File: src/rtl/core/mac_pkg.sv
package mac_pkg;

  localparam int RING_DEPTH_DEF = 1024;

  localparam int STAMP_W = 48;
  localparam int PRICE_W = 32;
  localparam int PAIR_W  = PRICE_W + 1;
  localparam int WIN_W   = 32;

  localparam logic [WIN_W-1:0] SHORT_WINDOW_RST = WIN_W'(300000);
  localparam logic [WIN_W-1:0] LONG_WINDOW_RST  = WIN_W'(1200000);

  // configuration register indexes
  localparam int CFG_IDX_W = 1;
  localparam logic [CFG_IDX_W-1:0] CFG_SHORT_WINDOW = 1'b0;
  localparam logic [CFG_IDX_W-1:0] CFG_LONG_WINDOW  = 1'b1;

  // trend codes
  localparam logic signed [1:0] SIGN_NEG  = -2'sd1;
  localparam logic signed [1:0] SIGN_ZERO = 2'sd0;
  localparam logic signed [1:0] SIGN_POS  = 2'sd1;

  typedef enum logic [2:0] {
    S_IDLE,
    S_OVF,
    S_SRD,
    S_SCHK,
    S_LCHK,
    S_MUL,
    S_CMP,
    S_EMIT
  } state_t;

endpackage

File: src/rtl/core/mac_cmp.sv
module mac_cmp #(
  parameter int RING_DEPTH = mac_pkg::RING_DEPTH_DEF
) (
  input  logic                                               clk,
  input  logic                                               start,
  input  logic [mac_pkg::PAIR_W+$clog2(RING_DEPTH)-1:0]      short_sum,
  input  logic [mac_pkg::PAIR_W+$clog2(RING_DEPTH)-1:0]      long_sum,
  input  logic [$clog2(RING_DEPTH+1)-1:0]                    short_count,
  input  logic [$clog2(RING_DEPTH+1)-1:0]                    long_count,
  output logic signed [1:0]                                  sign
);

  localparam int CW     = $clog2(RING_DEPTH + 1);
  localparam int SUM_W  = mac_pkg::PAIR_W + $clog2(RING_DEPTH);
  localparam int PROD_W = SUM_W + CW;

  logic [PROD_W-1:0] prod_s;
  logic [PROD_W-1:0] prod_l;

  // cross products: short_avg ? long_avg  <=>  short_sum*long_count ? long_sum*short_count
  always_ff @(posedge clk) begin
    if (start) begin
      prod_s <= PROD_W'(short_sum) * PROD_W'(long_count);
      prod_l <= PROD_W'(long_sum) * PROD_W'(short_count);
    end
  end

  always_comb begin
    if (prod_s > prod_l) begin
      sign = mac_pkg::SIGN_POS;
    end else if (prod_s < prod_l) begin
      sign = mac_pkg::SIGN_NEG;
    end else begin
      sign = mac_pkg::SIGN_ZERO;
    end
  end

endmodule

File: config.mk
export PLATFORM = sky130hd
export DESIGN_NAME = mac_cmp
export DESIGN_NICKNAME = d
export VERILOG_FILES = /design/src/rtl/core/mac_pkg.sv /design/src/rtl/core/mac_cmp.sv
export SDC_FILE = /design/constraint.sdc
export NUM_CORES = 2
export LEC_CHECK = 0
export ABC_AREA = 1
export BUFFER_PORTS_ARGS = -buffer_cell sky130_fd_sc_hd__buf_2
export CAP_MARGIN = 5
export CORE_UTILIZATION = 55
export CTS_BUF_LIST = sky130_fd_sc_hd__clkbuf_8
export CTS_CLUSTER_SIZE = 40
export DETAILED_ROUTE_END_ITERATION = 10
export PLACE_DENSITY = 0.72
export SLEW_MARGIN = 20
export SYNTH_ARGS = -nofsm -noshare
export SYNTH_HDL_FRONTEND = slang
export SYNTH_SLANG_ARGS = --single-unit
File: constraint.sdc
create_clock -name clk -period 7 [get_ports clk]
set_clock_uncertainty 0.2 [all_clocks]
set_input_delay 0.35 -clock clk [delete_from_list [all_inputs] [get_ports clk]]
set_output_delay 0.35 -clock clk [all_outputs]
set_load 0.05 [all_outputs]
==> flow_metrics.tcl <==
set metrics [dict create \
    status "complete, but fails checks" \
    violations "design-rule violations" \
    endpoint_kind "flip-flop" \
    yosysMostFrequentCell "nand2_1" \
    clkSinkCount 108 \
    fin_crit_ns 5.63 \
    path_max_fanout 43 \
    cp.arrival_ns 5.58 \
    path_clk_slew_ns 0.11 \
    ys_seq_area_share_pct 8.78 \
    ctsHtreeMaxLevel 3 \
    fin_crit_sh_pct 80.4 \
    post_cts_buffers 0 \
    dieArea_um2 68200 \
    routedWlPerCell_um 15.2 \
    drc_errors 6 \
    die_w_um 261 \
    min_path_type "in2reg" \
    ioPinCount 112 \
    cts_max_path_buffers 2 \
    io_buffer_count 111 \
    grt_setup_unrepaired "false" \
    cts-buffers-inserted 9 \
    start_util_pct 55.9 \
    grt_pass1_vias 30400 \
    routed_wl_um 88900 \
    gp_congestion 0.998 \
    nFillCells 6289 \
    fin_setup_tns_ns 0 \
    syn_area_um2 36900 \
    drv_cap 0 \
    dp_hpwl_um 76100 \
    gr-usage-all-layers_pct 27.5 \
    syn_inst 5012 \
    antenna_found_initial 1 \
    synth_top_cell_by_area "fa_1" \
    ys.flop_type "edfxtp_1" \
    finalHoldViolCount 0 \
    ys.warnings.count 0 \
    syn_to_final_growth_pct 3.37 \
    core_area_um2 66100 \
    drt-initial-drc-count 1978 \
    routed-via-count 29700 \
    slew-limit-headroom_pct 34.4 \
    ys_types 33 \
    ant_nets 0 \
    worstMarginPinSlew_ns 0.984 \
    hold_depth 3 \
    synth.top_cell.area_share_pct 39.9 \
    slew_violations 0 \
    critPathKind "in2reg" \
    drive_above_1_share_pct 5.68 \
    vias_per_cell 5.10 \
    syn_avg_cell_area_um2 7.37 \
    grt_max_degree 56 \
    ys_ff_latch 108 \
    hold_ws_ns 0.243 \
    cp.required_ns 6.95 \
    grt_pass1_wl_um 151000 \
    cts_tree "yes" \
    synth.top_cells.by_count "nand2_1 (1745), inv_1 (1342), fa_1 (736)" \
    rows 94 \
    synth_fp_nets 6096 \
    ctsRootBufferMaster "clkbuf_8" \
    synthArstFlopShare_pct 0 \
    holdBufCountCts 0 \
    firstDrtPassIters 11 \
    max_freq_mhz 178 \
    startpoint_type "input pin" \
    setup_violations 0 \
    grt_overflow 0 \
    die_h_um 261 \
    fin_nets 6045 \
    post_cts_resized 0 \
    synth_edf_count 108 \
    netlist_top_cells_area "fa_1 (40%), nand2_1 (18%), inv_1 (14%)" \
]
## cells by family (layout without fill, tap and decap cells)
group	count (synthesis)	in the layout	share of synthesized area, %
adders and majority gates	974	974	47.9
AOI/OAI and AO/OA	143	143	2.15
xor gates and xnor gates	63	63	1.49
other	0	2	0
and+or+nand+nor	2152	2152	23.7
DFF	108	108	8.78
buffers and inverters	1572	1526	16.0
## sequential cells by signal (all words and copies together), names as in the netlist
| signal | count |
|---|---|
| prod_s | 54 |
| prod_l | 54 |
## metal layers
metal	global-route usage (%)	up-vias	share of wire, %
met5	0	-	0
met4	4.13	0	1.3
met3	2.00	96	6.1
met2	46.1	940	48
met1	39.9	14600	44
li1	-	14100	-
## final cells by class
class,count,area [µm²],area share (%)
antenna,2,5.00,0.0131
clock buffer,9,124,0.324
clock inverter,7,38.8,0.102
inverter,1376,5160,13.5
multi-input combinational,3332,27800,72.8
sequential,108,3240,8.49
tap,864,1080,2.83
timing repair buffer,134,731,1.91
## cells in the final DEF (no fill, tap or decap), drive strengths merged, types with 56 or more instances in the layout
master / netlist / layout
buf: 0 / 134
a21oi: 94 / 94
inv: 1376 / 1380
nor2: 187 / 187
fa: 736 / 736
ha: 238 / 238
nand3: 102 / 102
nand2: 1779 / 1779
xor2: 56 / 56
edfxtp: 108 / 108
## worst paths after layout
kind / from / endpoint / slack [ns]
max: short_count[2] / prod_l[36] / 1.37
min: long_sum[0] / prod_l[0] / 0.24
## critical path, cell delays in order
cell     delay [ns]
buf_2          0.68
nand2_1        0.19
fa_1           0.54
fa_1           0.51
inv_1          0.05
fa_1           0.53
fa_1           0.50
inv_1          0.05
fa_1           0.47
inv_1          0.04
ha_1           0.36
nand2_2        0.12
nor2_1         0.27
nand3_1        0.15
nand3_2        0.19
nand2_1        0.09
nand2_2        0.17
nand3_1        0.12
nand3_1        0.09
nand2_1        0.08
## per-stage QoR
step	util, %	setup slack [ns]	cell area, µm²	std cells
after global routing	57.8	1.18	38200	5831
after CTS	57.8	1.49	38200	5830
after floorplan	-	1.90	36900	5012
final	57.8	1.37	38200	5832
after detailed placement	57.5	1.06	38000	5814
after global placement	57.5	1.08	38000	5814
Power is not shown: default switching activity piles up to over one toggle a cycle in this logic, so the estimate is an artifact.
